## src/hdl/dltq_pkg.sv

```systemverilog
`timescale 1ns / 1ps
package dltq_pkg;

  // Operation codes on the command port
  typedef enum logic [1:0] {
    OP_ADD    = 2'd0,
    OP_CANCEL = 2'd1,
    OP_TICK   = 2'd2,
    OP_NOP    = 2'd3
  } op_e;

  // Result kinds
  typedef enum logic [1:0] {
    KIND_ADDED     = 2'd0,
    KIND_CANCELLED = 2'd1,
    KIND_EXPIRED   = 2'd2,
    KIND_DONE      = 2'd3
  } kind_e;

  // Result status codes
  typedef enum logic [1:0] {
    STAT_OK        = 2'd0,
    STAT_FULL      = 2'd1,
    STAT_NOT_FOUND = 2'd2
  } status_e;

  // Datapath actions issued by the controller
  typedef enum logic [4:0] {
    ACT_NONE,
    ACT_LOAD_ACC,
    ACT_LOAD_SUM,
    ACT_FULL,
    ACT_RD_IDX,
    ACT_ADD_EV,
    ACT_ADD_RDJ,
    ACT_ADD_WRJ,
    ACT_ADD_INS,
    ACT_CAN_EV,
    ACT_CAN_RDJ,
    ACT_CAN_WRJ,
    ACT_CAN_NF,
    ACT_CAN_OK,
    ACT_TCK_EV,
    ACT_TCK_RDE,
    ACT_TCK_EMIT,
    ACT_TCK_SET,
    ACT_TCK_RDJ,
    ACT_TCK_WRJ,
    ACT_TCK_FIN
  } dp_act_e;

  typedef struct packed {
    dp_act_e act;
  } dp_cmd_t;

  typedef struct packed {
    logic full;
    logic idx_end;
    logic jdx_pos;
    logic jdx_zero;
    logic jdx_end;
    logic ge;
    logic match;
  } dp_stat_t;

endpackage

```

## src/hdl/dltq_ram.sv

```systemverilog
`timescale 1ns / 1ps
module dltq_ram #(
  parameter int WIDTH = 64,
  parameter int DEPTH = 16
) (
  input  logic                     clk_i,
  input  logic                     we_i,
  input  logic [$clog2(DEPTH)-1:0] waddr_i,
  input  logic [WIDTH-1:0]         wdata_i,
  input  logic                     re_i,
  input  logic [$clog2(DEPTH)-1:0] raddr_i,
  output logic [WIDTH-1:0]         rdata_o
);

  logic [WIDTH-1:0] mem_q [DEPTH];
  logic [WIDTH-1:0] rdata_q;

  // one write port, one registered read port
  always_ff @(posedge clk_i) begin
    if (we_i) begin
      mem_q[waddr_i] <= wdata_i;
    end
    if (re_i) begin
      rdata_q <= mem_q[raddr_i];
    end
  end

  assign rdata_o = rdata_q;

endmodule

```

## src/hdl/dltq_ctrl.sv

```systemverilog
`timescale 1ns / 1ps
module dltq_ctrl
  import dltq_pkg::*;
(
  input  logic       clk_i,
  input  logic       rst_ni,
  input  logic       start,
  input  logic [1:0] operation_i,
  input  dp_stat_t   stat_i,
  output dp_cmd_t    cmd_o,
  output logic       busy
);

  typedef enum logic [3:0] {
    S_IDLE,
    S_A_RD, S_A_EV, S_A_SHR, S_A_SHW,
    S_C_RD, S_C_EV, S_C_SHR, S_C_SHW,
    S_T_RD, S_T_EV, S_T_EM, S_T_EO, S_T_SHR, S_T_SHW
  } state_e;

  state_e state_q, state_d;
  dp_act_e act;

  // next state and datapath action
  always_comb begin
    state_d = state_q;
    act     = ACT_NONE;
    unique case (state_q)
      S_IDLE: begin
        if (start) begin
          if (operation_i == OP_ADD) begin
            if (stat_i.full) begin
              act = ACT_FULL;
            end else begin
              act     = ACT_LOAD_ACC;
              state_d = S_A_RD;
            end
          end else if (operation_i == OP_CANCEL) begin
            act     = ACT_LOAD_SUM;
            state_d = S_C_RD;
          end else if (operation_i == OP_TICK) begin
            act     = ACT_LOAD_ACC;
            state_d = S_T_RD;
          end
        end
      end
      // add: walk to the insertion point, open a gap, write
      S_A_RD: begin
        if (stat_i.idx_end) begin
          state_d = S_A_SHR;
        end else begin
          act     = ACT_RD_IDX;
          state_d = S_A_EV;
        end
      end
      S_A_EV: begin
        act     = ACT_ADD_EV;
        state_d = stat_i.ge ? S_A_RD : S_A_SHR;
      end
      S_A_SHR: begin
        if (stat_i.jdx_pos) begin
          act     = ACT_ADD_INS;
          state_d = S_IDLE;
        end else begin
          act     = ACT_ADD_RDJ;
          state_d = S_A_SHW;
        end
      end
      S_A_SHW: begin
        act     = ACT_ADD_WRJ;
        state_d = S_A_SHR;
      end
      // cancel: walk summing delays, then close the gap
      S_C_RD: begin
        if (stat_i.idx_end) begin
          act     = ACT_CAN_NF;
          state_d = S_IDLE;
        end else begin
          act     = ACT_RD_IDX;
          state_d = S_C_EV;
        end
      end
      S_C_EV: begin
        act     = ACT_CAN_EV;
        state_d = stat_i.match ? S_C_SHR : S_C_RD;
      end
      S_C_SHR: begin
        if (stat_i.jdx_end) begin
          act     = ACT_CAN_OK;
          state_d = S_IDLE;
        end else begin
          act     = ACT_CAN_RDJ;
          state_d = S_C_SHW;
        end
      end
      S_C_SHW: begin
        act     = ACT_CAN_WRJ;
        state_d = S_C_SHR;
      end
      // tick: count due entries, emit them backwards, compact
      S_T_RD: begin
        if (stat_i.idx_end) begin
          state_d = S_T_EM;
        end else begin
          act     = ACT_RD_IDX;
          state_d = S_T_EV;
        end
      end
      S_T_EV: begin
        act     = ACT_TCK_EV;
        state_d = stat_i.ge ? S_T_RD : S_T_EM;
      end
      S_T_EM: begin
        if (stat_i.jdx_zero) begin
          act     = ACT_TCK_SET;
          state_d = S_T_SHR;
        end else begin
          act     = ACT_TCK_RDE;
          state_d = S_T_EO;
        end
      end
      S_T_EO: begin
        act     = ACT_TCK_EMIT;
        state_d = S_T_EM;
      end
      S_T_SHR: begin
        if (stat_i.jdx_end) begin
          act     = ACT_TCK_FIN;
          state_d = S_IDLE;
        end else begin
          act     = ACT_TCK_RDJ;
          state_d = S_T_SHW;
        end
      end
      S_T_SHW: begin
        act     = ACT_TCK_WRJ;
        state_d = S_T_SHR;
      end
      default: begin
        state_d = S_IDLE;
      end
    endcase
  end

  always_ff @(posedge clk_i or negedge rst_ni) begin
    if (!rst_ni) begin
      state_q <= S_IDLE;
    end else begin
      state_q <= state_d;
    end
  end

  assign cmd_o.act = act;
  assign busy      = (state_q != S_IDLE);

endmodule

```

## src/hdl/dltq_dp.sv

```systemverilog
`timescale 1ns / 1ps
module dltq_dp
  import dltq_pkg::*;
#(
  parameter int ENTRIES = 16,
  parameter int ID_BITS = 16
) (
  input  logic        clk_i,
  input  logic        rst_ni,
  input  dp_cmd_t     cmd_i,
  input  logic [31:0] amount_i,
  input  logic [15:0] target_id_i,
  input  logic [15:0] user_tag_i,
  output dp_stat_t    stat_o,
  output logic        strobe_o,
  output logic [1:0]  kind_o,
  output logic [1:0]  status_o,
  output logic [15:0] result_id_o,
  output logic [15:0] result_tag_o,
  output logic [31:0] remaining_o,
  output logic        last_o
);

  localparam int CNT_W  = $clog2(ENTRIES + 1);
  localparam int ADDR_W = $clog2(ENTRIES);
  localparam int E_W    = 32 + ID_BITS + 16;

  // list state
  logic [CNT_W-1:0]   count_q, count_d;
  logic [ID_BITS-1:0] nid_q, nid_d;
  logic [CNT_W-1:0]   idx_q, idx_d;
  logic [CNT_W-1:0]   jdx_q, jdx_d;
  logic [31:0]        acc_q, acc_d;
  logic [31:0]        dly_q, dly_d;
  logic [15:0]        tgt_q, tgt_d;
  logic [15:0]        tag_q, tag_d;
  logic [ID_BITS-1:0] hid_q, hid_d;
  logic [15:0]        htag_q, htag_d;

  // result register
  logic        strobe_q, strobe_d;
  logic [1:0]  kind_q, kind_d;
  logic [1:0]  status_q, status_d;
  logic [15:0] rid_q, rid_d;
  logic [15:0] rtag_q, rtag_d;
  logic [31:0] rem_q, rem_d;
  logic        last_q, last_d;

  // RAM port
  logic              we, re;
  logic [ADDR_W-1:0] waddr, raddr;
  logic [E_W-1:0]    wdata, rdata;

  logic [31:0]        rd_delay;
  logic [ID_BITS-1:0] rd_id;
  logic [15:0]        rd_tag;
  logic [ID_BITS+15:0] id_ext, tgt_ext, hid_ext, nid_ext;
  logic [32:0]        sum;
  logic [CNT_W-1:0]   idx_p1, jdx_m1, jdx_off;

  dltq_ram #(
    .WIDTH(E_W),
    .DEPTH(ENTRIES)
  ) u_ram (
    .clk_i  (clk_i),
    .we_i   (we),
    .waddr_i(waddr),
    .wdata_i(wdata),
    .re_i   (re),
    .raddr_i(raddr),
    .rdata_o(rdata)
  );

  assign rd_delay = rdata[E_W-1 -: 32];
  assign rd_id    = rdata[16 +: ID_BITS];
  assign rd_tag   = rdata[15:0];
  assign id_ext   = {16'b0, rd_id};
  assign tgt_ext  = {{ID_BITS{1'b0}}, tgt_q};
  assign hid_ext  = {16'b0, hid_q};
  assign nid_ext  = {16'b0, nid_q};
  assign sum      = {1'b0, acc_q} + {1'b0, rd_delay};
  assign idx_p1   = idx_q + CNT_W'(1);
  assign jdx_m1   = jdx_q - CNT_W'(1);
  assign jdx_off  = jdx_q - idx_q;

  // status to the controller
  assign stat_o.full     = (count_q == CNT_W'(ENTRIES));
  assign stat_o.idx_end  = (idx_q == count_q);
  assign stat_o.jdx_pos  = (jdx_q == idx_q);
  assign stat_o.jdx_zero = (jdx_q == '0);
  assign stat_o.jdx_end  = (jdx_q == count_q);
  assign stat_o.ge       = (acc_q >= rd_delay);
  assign stat_o.match    = (id_ext == tgt_ext);

  // datapath actions
  always_comb begin
    count_d  = count_q;
    nid_d    = nid_q;
    idx_d    = idx_q;
    jdx_d    = jdx_q;
    acc_d    = acc_q;
    dly_d    = dly_q;
    tgt_d    = tgt_q;
    tag_d    = tag_q;
    hid_d    = hid_q;
    htag_d   = htag_q;
    strobe_d = 1'b0;
    kind_d   = kind_q;
    status_d = status_q;
    rid_d    = rid_q;
    rtag_d   = rtag_q;
    rem_d    = rem_q;
    last_d   = last_q;
    we       = 1'b0;
    re       = 1'b0;
    waddr    = idx_q[ADDR_W-1:0];
    raddr    = idx_q[ADDR_W-1:0];
    wdata    = rdata;
    unique case (cmd_i.act) inside
      ACT_NONE: begin
      end
      ACT_LOAD_ACC, ACT_LOAD_SUM: begin
        acc_d = (cmd_i.act == ACT_LOAD_SUM) ? 32'd0 : amount_i;
        tgt_d = target_id_i;
        tag_d = user_tag_i;
        idx_d = '0;
        jdx_d = count_q;
      end
      ACT_FULL: begin
        strobe_d = 1'b1;
        kind_d   = KIND_ADDED;
        status_d = STAT_FULL;
        rid_d    = '0;
        rtag_d   = '0;
        rem_d    = '0;
        last_d   = 1'b1;
      end
      ACT_RD_IDX: begin
        re = 1'b1;
      end
      ACT_ADD_EV: begin
        jdx_d = count_q;
        if (acc_q >= rd_delay) begin
          acc_d = acc_q - rd_delay;
          idx_d = idx_p1;
        end
      end
      ACT_ADD_RDJ, ACT_TCK_RDE: begin
        re    = 1'b1;
        raddr = jdx_m1[ADDR_W-1:0];
      end
      ACT_ADD_WRJ: begin
        // entry moves up one; the old entry at the insertion point loses rem
        we    = 1'b1;
        waddr = jdx_q[ADDR_W-1:0];
        wdata = {(jdx_q == idx_p1) ? rd_delay - acc_q : rd_delay, rd_id, rd_tag};
        jdx_d = jdx_m1;
      end
      ACT_ADD_INS: begin
        we       = 1'b1;
        wdata    = {acc_q, nid_q, tag_q};
        count_d  = count_q + CNT_W'(1);
        nid_d    = nid_q + ID_BITS'(1);
        strobe_d = 1'b1;
        kind_d   = KIND_ADDED;
        status_d = STAT_OK;
        rid_d    = nid_ext[15:0];
        rtag_d   = '0;
        rem_d    = '0;
        last_d   = 1'b1;
      end
      ACT_CAN_EV: begin
        // saturating running sum of delays
        acc_d = sum[32] ? 32'hFFFF_FFFF : sum[31:0];
        if (id_ext == tgt_ext) begin
          hid_d  = rd_id;
          htag_d = rd_tag;
          dly_d  = rd_delay;
          jdx_d  = idx_p1;
        end else begin
          idx_d = idx_p1;
        end
      end
      ACT_CAN_RDJ, ACT_TCK_RDJ: begin
        re    = 1'b1;
        raddr = jdx_q[ADDR_W-1:0];
      end
      ACT_CAN_WRJ: begin
        // follower of the removed entry absorbs its delay
        we    = 1'b1;
        waddr = jdx_m1[ADDR_W-1:0];
        wdata = {(jdx_q == idx_p1) ? rd_delay + dly_q : rd_delay, rd_id, rd_tag};
        jdx_d = jdx_q + CNT_W'(1);
      end
      ACT_CAN_NF: begin
        strobe_d = 1'b1;
        kind_d   = KIND_CANCELLED;
        status_d = STAT_NOT_FOUND;
        rid_d    = tgt_q;
        rtag_d   = '0;
        rem_d    = '0;
        last_d   = 1'b1;
      end
      ACT_CAN_OK: begin
        count_d  = count_q - CNT_W'(1);
        strobe_d = 1'b1;
        kind_d   = KIND_CANCELLED;
        status_d = STAT_OK;
        rid_d    = hid_ext[15:0];
        rtag_d   = htag_q;
        rem_d    = acc_q;
        last_d   = 1'b1;
      end
      ACT_TCK_EV: begin
        if (acc_q >= rd_delay) begin
          acc_d = acc_q - rd_delay;
          idx_d = idx_p1;
          jdx_d = idx_p1;
        end else begin
          jdx_d = idx_q;
        end
      end
      ACT_TCK_EMIT: begin
        strobe_d = 1'b1;
        kind_d   = KIND_EXPIRED;
        status_d = STAT_OK;
        rid_d    = id_ext[15:0];
        rtag_d   = rd_tag;
        rem_d    = '0;
        last_d   = 1'b0;
        jdx_d    = jdx_m1;
      end
      ACT_TCK_SET: begin
        jdx_d = idx_q;
      end
      ACT_TCK_WRJ: begin
        // compact down by the expired count; new head loses the leftover
        we    = 1'b1;
        waddr = jdx_off[ADDR_W-1:0];
        wdata = {(jdx_q == idx_q) ? rd_delay - acc_q : rd_delay, rd_id, rd_tag};
        jdx_d = jdx_q + CNT_W'(1);
      end
      ACT_TCK_FIN: begin
        count_d  = count_q - idx_q;
        strobe_d = 1'b1;
        kind_d   = KIND_DONE;
        status_d = STAT_OK;
        rid_d    = '0;
        rtag_d   = '0;
        rem_d    = '0;
        last_d   = 1'b1;
      end
      default: begin
      end
    endcase
  end

  // control registers
  always_ff @(posedge clk_i or negedge rst_ni) begin
    if (!rst_ni) begin
      count_q  <= '0;
      nid_q    <= '0;
      strobe_q <= 1'b0;
    end else begin
      count_q  <= count_d;
      nid_q    <= nid_d;
      strobe_q <= strobe_d;
    end
  end

  // working and payload registers
  always_ff @(posedge clk_i) begin
    idx_q    <= idx_d;
    jdx_q    <= jdx_d;
    acc_q    <= acc_d;
    dly_q    <= dly_d;
    tgt_q    <= tgt_d;
    tag_q    <= tag_d;
    hid_q    <= hid_d;
    htag_q   <= htag_d;
    kind_q   <= kind_d;
    status_q <= status_d;
    rid_q    <= rid_d;
    rtag_q   <= rtag_d;
    rem_q    <= rem_d;
    last_q   <= last_d;
  end

  assign strobe_o     = strobe_q;
  assign kind_o       = kind_q;
  assign status_o     = status_q;
  assign result_id_o  = rid_q;
  assign result_tag_o = rtag_q;
  assign remaining_o  = rem_q;
  assign last_o       = last_q;

endmodule

```

## src/hdl/delta_list_timer_queue_top.sv

```systemverilog
// A full add is answered straight from idle without walking the list; an unknown operation
// gives no result. One transaction at a time: busy falls as the last result strobes. Each
// entry visit is split over a state that issues the registered RAM read and a state that
// uses the data; the receiver cannot stall results.
// Reset clears the alarm count and the identifier counter; the list RAM is not cleared.
`timescale 1ns / 1ps
module delta_list_timer_queue_top
  import dltq_pkg::*;
#(
  parameter int ENTRIES = 16,
  parameter int ID_BITS = 16
) (
  input  logic        clk_i,
  input  logic        rst_ni,
  input  logic        start,
  output logic        busy,
  input  logic [1:0]  operation_i,
  input  logic [31:0] amount_i,
  input  logic [15:0] target_id_i,
  input  logic [15:0] user_tag_i,
  output logic        strobe_o,
  output logic [1:0]  kind_o,
  output logic [1:0]  status_o,
  output logic [15:0] result_id_o,
  output logic [15:0] result_tag_o,
  output logic [31:0] remaining_o,
  output logic        last_o
);

  dp_cmd_t  cmd;
  dp_stat_t stat;

  dltq_ctrl u_ctrl (
    .clk_i      (clk_i),
    .rst_ni     (rst_ni),
    .start      (start),
    .operation_i(operation_i),
    .stat_i     (stat),
    .cmd_o      (cmd),
    .busy       (busy)
  );

  dltq_dp #(
    .ENTRIES(ENTRIES),
    .ID_BITS(ID_BITS)
  ) u_dp (
    .clk_i       (clk_i),
    .rst_ni      (rst_ni),
    .cmd_i       (cmd),
    .amount_i    (amount_i),
    .target_id_i (target_id_i),
    .user_tag_i  (user_tag_i),
    .stat_o      (stat),
    .strobe_o    (strobe_o),
    .kind_o      (kind_o),
    .status_o    (status_o),
    .result_id_o (result_id_o),
    .result_tag_o(result_tag_o),
    .remaining_o (remaining_o),
    .last_o      (last_o)
  );

endmodule
```

## config.mk

```make
export PLATFORM = sky130hd
export DESIGN_NAME = delta_list_timer_queue_top
export DESIGN_NICKNAME = d
export VERILOG_FILES = /design/src/hdl/dltq_pkg.sv /design/src/hdl/dltq_ram.sv /design/src/hdl/dltq_ctrl.sv /design/src/hdl/dltq_dp.sv /design/src/hdl/delta_list_timer_queue_top.sv
export SDC_FILE = /design/constraint.sdc
export NUM_CORES = 2
export LEC_CHECK = 0
export ABC_CLOCK_PERIOD_IN_PS = 20400
export BUFFER_PORTS_ARGS = -buffer_cell sky130_fd_sc_hd__buf_2
export CAP_MARGIN = 20
export CORE_ASPECT_RATIO = 0.7
export CORE_MARGIN = 3
export CORE_UTILIZATION = 40
export CTS_CLUSTER_DIAMETER = 150
export CTS_CLUSTER_SIZE = 12
export DETAILED_ROUTE_END_ITERATION = 12
export GPL_TIMING_DRIVEN = 0
export HOLD_SLACK_MARGIN = 0.08
export PLACE_DENSITY_LB_ADDON = 0.12
export SLEW_MARGIN = 20
export SYNTH_ARGS = -nofsm -noshare
export SYNTH_HDL_FRONTEND = slang
export SYNTH_SLANG_ARGS = --single-unit
```

## constraint.sdc

```tcl
create_clock -name clk_i -period 20.4 [get_ports clk_i]
set_input_delay 1.02 -clock clk_i [delete_from_list [all_inputs] [get_ports clk_i]]
set_output_delay 1.02 -clock clk_i [all_outputs]
set_load 0.03 [all_outputs]
```

# Word-level counts from Yosys, hierarchy flattened
# Memory sizes are Yosys's and may differ from the RTL's. A register that Yosys moved wholly into a read port is not among the register bits.
# Cells that the tools add are included.
# W data, S select, Z words.
[word_totals]
output_inout_bits = 71
inputBits = 69
mem_bits_rw = 1024
ff_bits = 233
elab_cells = 171
mem_count = 1
[classes]
add_sub_neg = 12
eq_ne = 48
muxes = 55
n_reduce_logical = 36
magnitude_cmp = 1
[memory_table]
columns = ["name", "depth", "width", "rd", "rd_ports_with_merged_regs", "write_ports", "line_no", "text"]
rows = [
  ["u_dp.u_ram.mem_q", 16, 64, 1, 1, 1, "dltq_ram.sv:15", "logic [WIDTH-1:0] mem_q [DEPTH];"],
]
[ops]
columns = ["cell", "count"]
rows = [
  ["$pmux W64 S4", 1],
  ["$mux W32", 6],
  ["$pmux W32 S3", 1],
  ["$pmux W16 S5", 1],
  ["$pmux W5 S14", 1],
  ["$pmux W32 S2", 1],
  ["$sub A32 B32 Y32", 2],
  ["$pmux W4 S15", 1],
  ["$pmux W16 S3", 1],
  ["$eq A5 B4 Y1 const B", 8],
  ["$mux W4", 9],
  ["$mux W5", 7],
  ["$add A32 B32 Y33", 1],
  ["$add A32 B32 Y32", 1],
  ["$ge A32 B32 Y1", 1],
  ["$eq A5 B5 Y1 const B", 6],
  ["$pmux W5 S3", 2],
  ["$pmux W5 S6", 1],
  ["$eq A4 B4 Y1 const B", 7],
  ["$eq A5 B3 Y1 const B", 4],
  ["$eq A5 B5 Y1", 4],
  ["$reduce_or A2 Y1", 10],
  ["$add A16 B1 Y16 const B", 1],
  ["$eq A16 B16 Y1", 1],
  ["other kinds (37)", 74],
]

# Depth between registers and ports, before layout
[depth]
word_depth = 11
depth_mapped = 16
depth_no_buf = 13

# Cells and area by module
# Synthesis repeated with hierarchy kept, for this count alone.
[unflattened]
cells_unflattened = 3702
hier_area_um2 = 59265.6
[by_module_without_submodules]
columns = ["mod", "instances", "seq_area_each_um2", "area_each_um2", "cells_each"]
rows = [
  ["dltq_ram", 1, 32671.3, 40222.3, 1647],
  ["dltq_dp", 1, 6766.5, 18447.7, 1974],
  ["dltq_ctrl", 1, 100.1, 595.6, 81],
]

# Least setup slack after synthesis
# OpenSTA, ideal clock, no wires.
[synth_path]
path_kind = "flip-flop to flip-flop"
from = "reg u_dp.idx_q[2]"
to = "reg u_dp.u_ram.rdata_q[0], in the netlist u_dp.u_ram.rdata_o[0], read port of u_dp.u_ram.mem_q (enable)"
arrival_time_ns = 7.336
setup_time_ns = 0.581
path_buffers = 2
period_less_slack_ns = 7.917
t_required_ns = 19.819
path_stages_with_launch = 11
setup_slack_ns = 12.483
cell_sequence = "edfxtp_1 > clkbuf_1 > inv_1 > ha_1 > nand3_1 > or3_1 > buf_2 > o2111a_2 > a2111oi_4 > o21ai_1 > o31ai_1"
[synth_between]
elab_chain_cells = 6
word_cells_on_any_way = 16
classes_between = "eq/ne: 7; mux: 6; reduce/logical: 3"
[synth_rtl]
columns = ["item", "line_no", "text"]
rows = [
  ["from (decl)", "dltq_dp.sv:31", "logic [CNT_W-1:0] idx_q, idx_d;"],
  ["from (signal assigned)", "dltq_dp.sv:273", "idx_q <= idx_d;"],
  ["$eq A5 B5 Y1 (on tied branches)", "dltq_dp.sv:89, dltq_dp.sv:88", ""],
  ["$mux W4 (tied with other cells)", "dltq_ctrl.sv:61", "if (stat_i.jdx_pos) begin"],
  ["$pmux W5 S14 *", "dltq_ctrl.sv:28", "unique case (state_q)"],
  ["$eq A5 B5 Y1 (no source line) (tied with other cells)", "--", ""],
  ["$reduce_or A5 Y1 (no source line) *", "--", ""],
  ["$mux W1 *", "dltq_dp.sv:119", "unique case (cmd_i.act) inside"],
  ["via u_dp.re", "dltq_dp.sv:50", "logic we, re;"],
  ["to (decl)", "dltq_ram.sv:16", "logic [WIDTH-1:0] rdata_q;"],
]
# Mark *: on every way through the listed nets, which the timed path passes. The rest lies on a longest branch.
# A chain may end at the register's enable or synchronous reset.

# Worst setup path in the final report
[layout_path]
from = "reg u_dp.idx_q[2]"
to = "reg u_dp.u_ram.rdata_q[61], in the netlist u_dp.u_ram.rdata_o[61], read port of u_dp.u_ram.mem_q, data pin"
[layout_between]
elab_chain_cells = 6
word_cells_on_any_way = 16
classes_between = "eq/ne: 7; mux: 6; reduce/logical: 3"
[layout_rtl]
columns = ["item", "line_no"]
rows = [
  ["$eq A5 B5 Y1 (on tied branches)", "dltq_dp.sv:89, dltq_dp.sv:88"],
  ["$mux W4 (tied with other cells)", "dltq_ctrl.sv:61"],
  ["$pmux W5 S14", "dltq_ctrl.sv:28"],
  ["$eq A5 B5 Y1 (no source line) (tied with other cells)", "--"],
  ["$reduce_or A2 Y1 (tied with other cells)", "dltq_dp.sv:119"],
  ["$pmux W4 S2 / $mux W1 (equally long branches)", "dltq_dp.sv:119"],
]
# Parallel ways exist; a longest one is shown, timed or not.

==> run summary <==
Initial Util = 40.4%
area grow syn2layout = 14.8%
DP Worst Slack = 14.21 ns
grt ovf = 0
Max Cap Viol = 0
Yosys top cell area share = 64.9%
clk_lat worst skew = 0.81 ns
CP peak stage delay = 0.54 ns
largest net degree at the start of global routing = 44
Most used DFF post-synth = edfxtp_1
setup tns final = 0 ns
CP max FO = 10
sequential cell area fraction in the yosys report = 66.0%
share of cells above drive strength 1 = 14.3%
die height = 330 um
worst slew pin tran = 1.23 ns
Hold Crit Class = in -> async
FMAX = 158 MHz
post-CTS setup buffers = 0
Commonest cells post-synth = edfxtp_1 (1,295), nand2_1 (726), nand3_1 (295), a21oi_1 (195), o21ai_0 (167)
Clock Pin Slew Worst Setup and Hold Paths = 0.07 ns
Crit. End Element = flop
Synth area leaders = edfxtp_1 (65%), mux4_2 (4.8%), nand2_1 (4.5%)
cts hold-fix bufs = 0
Residual DRC = 0
Syn Nets = 4,710
CP max stage cell = a22oi_1
vias in the first global route = 38,500
startpoint class of the critical path = flop
final setup fails = 0
Final Routed Wirelength = 198 mm
most frequent cell after synthesis = edfxtp_1
root cell of the clock tree = clkbuf_16
CTS tree = done
H-tree depth = 3
via count = 40,900
syn avg cell area = 13.3 sq um
Layout fillers = 13,300
Sink Count = 1,321
Clock Path Buffers = 3
area post-placement = 0.0655 sq mm
crit path DAT = 6.73 ns
number of nets in the layout = 5,083
ys async rst share = 1.97%
Gate Count Post-Synth = 4,493
# IOs = 140
Synth cell types = 96
Core Region = 0.148 sq mm
CTS buffer count = 120
count of pins over their slew limit = 0
final hold vios = 0
die area = 0.155 sq mm
I/O Buffers = 139
Post-Layout Inst Area = 0.0688 sq mm
most frequent CP cell = buf_2
Synth area leader = edfxtp_1
drt first pass iters = 6
first-pass GRT wire length = 283 mm
Worst R2R End = u_dp.u_ram.rdata_o[61]
worst-path cell chain = clkbuf_1 > inv_1 > ha_1 > nand3_1 > or3_1 > buf_2 > o2111a_2 > nor2_1 > a221o_1 > buf_2 > buf_2 > buf_2 > mux4_2 > a22oi_1 > o21ai_0
row count = 118
reg2reg path depth = 15
mapped cell area = 0.0599 sq mm
vias per cell = 5.95
FF+latch count, synth = 1,321
initial DRC count = 5,260
GRT Util Overall = 25.4%
flop-to-flop setup slack = 14.08 ns
final setup margin = 14.08 ns
R2R Path Start = u_dp.idx_q[2]
HPWL after DPL = 145 mm
WP data required = 20.81 ns
Tcrit/Tclk final = 31.0%
Die Width = 469 um
WL/cell = 28.8 um
CTS resizes = 0
Worst slew margin = 17.7%
outcome = finished, final reports clean
GPL Wtd Cong = 0.952
YS warnings = 0
number of synthesized flops with an enable pin = 1,295
antenna viol nets, final = 0
RSZ-0062 raised after global routing = no
initial antenna violation count = 12
Setup Skew = 0.0678 ns
Final min period = 6.32 ns
critical path class = reg -> reg
-- area by class of cell --
class,count,area [sq um],share of cell area (%)
clock inverters,8,178,0.258
multi-input cells,2783,19200,27.9
plain buffers,254,1080,1.58
inverters,135,507,0.737
flip-flops and latches,1321,39500,57.5
clock buffers,144,3090,4.50
well taps,1980,2480,3.60
diodes,1,2.50,0.00364
repair buffers,251,2750,4.00
-- layer usage --
layer  routed length (um)  global-route usage [%]
met1                96000                    41.7
met2                79500                    34.0
met3                19700                    5.72
met4                 3030                    4.23
met5                   28                       0
-- how the worst max path moves through the flow --
stage	end	slack, ns	start
4_1_cts	u_dp.u_ram.rdata_o[61]	14.20	u_dp.idx_q[2]
2_1_floorplan	u_dp.u_ram.rdata_o[0]	12.48	u_dp.idx_q[2]
3_3_place_gp	u_dp.u_ram.rdata_o[9]	7.21	u_dp.idx_q[2]
6_report	u_dp.u_ram.rdata_o[61]	14.08	u_dp.idx_q[2]
3_5_place_dp	u_dp.u_ram.rdata_o[61]	14.21	u_dp.idx_q[2]
5_1_grt	u_dp.u_ram.rdata_o[61]	13.74	u_dp.idx_q[2]
-- through the flow --
stage / utilization (%) / hold slack [ns] / std cells
3_5_place_dp: 44.2 / 0.467 / 6723
4_1_cts: 46.4 / 0.273 / 6875
2_1_floorplan: - / 0.446 / 4493
5_1_grt: 46.4 / 0.305 / 6876
3_3_place_gp: 42.5 / 0.461 / 6612
6_report: 46.4 / 0.297 / 6877
-- state kept, by name, indices dropped and copies added (netlist names), 4 cells and up --
signal	cells
u_dp.u_ram.mem_q	1024
u_dp.u_ram.rdata_o	64
u_dp.acc_q	32
u_dp.dly_q	32
u_dp.remaining_o	32
u_dp.hid_q	16
u_dp.htag_q	16
u_dp.nid_q	16
u_dp.result_id_o	16
u_dp.result_tag_o	16
u_dp.tag_q	16
u_dp.tgt_q	16
u_dp.count_q	5
u_dp.idx_q	5
u_dp.jdx_q	5
u_ctrl.state_q	4
-- critical path, delay by kind of cell, from the launching register on --
kind	cells	cell delay (ns)
adder cells (fa/ha/maj)	1	0.40
multiplexers	1	0.35
AO/OA/AOI/OAI	4	1.61
AND/OR/NAND/NOR	3	1.00
flip-flops	1	0.35
buffers and inverters	6	2.20
-- logic make-up after synthesis --
| family | count (synthesis) | share of synthesized area (%) |
|---|---|---|
| buffers and inverters | 389 | 2.65 |
| and+or+nand+nor | 1501 | 11.4 |
| muxes | 143 | 5.07 |
| DFF | 1321 | 66.0 |
| AOI/OAI and AO/OA | 851 | 9.67 |
| adders and majority gates | 148 | 3.18 |
| xor gates and xnor gates | 140 | 2.06 |
-- cell usage in the layout (no fill, tap or decap), drive strengths merged, types with 26 or more instances in the layout --
cell type / count
nand4: 89
xnor2: 105
nor2: 163
buf: 356
nand2: 726
a21o: 38
ha: 141
a221o: 35
inv: 137
o21bai: 26
o21ai: 195
a21oi: 196
nor3: 47
a22oi: 83
and2: 46
xor2: 35
clkbuf: 293
a211oi: 31
edfxtp: 1295
a221oi: 26
mux4: 128
dfrtp: 26
nand3: 295
nand2b: 28
Power is not shown: default switching activity piles up to over one toggle a cycle in this logic, so the estimate is an artifact.
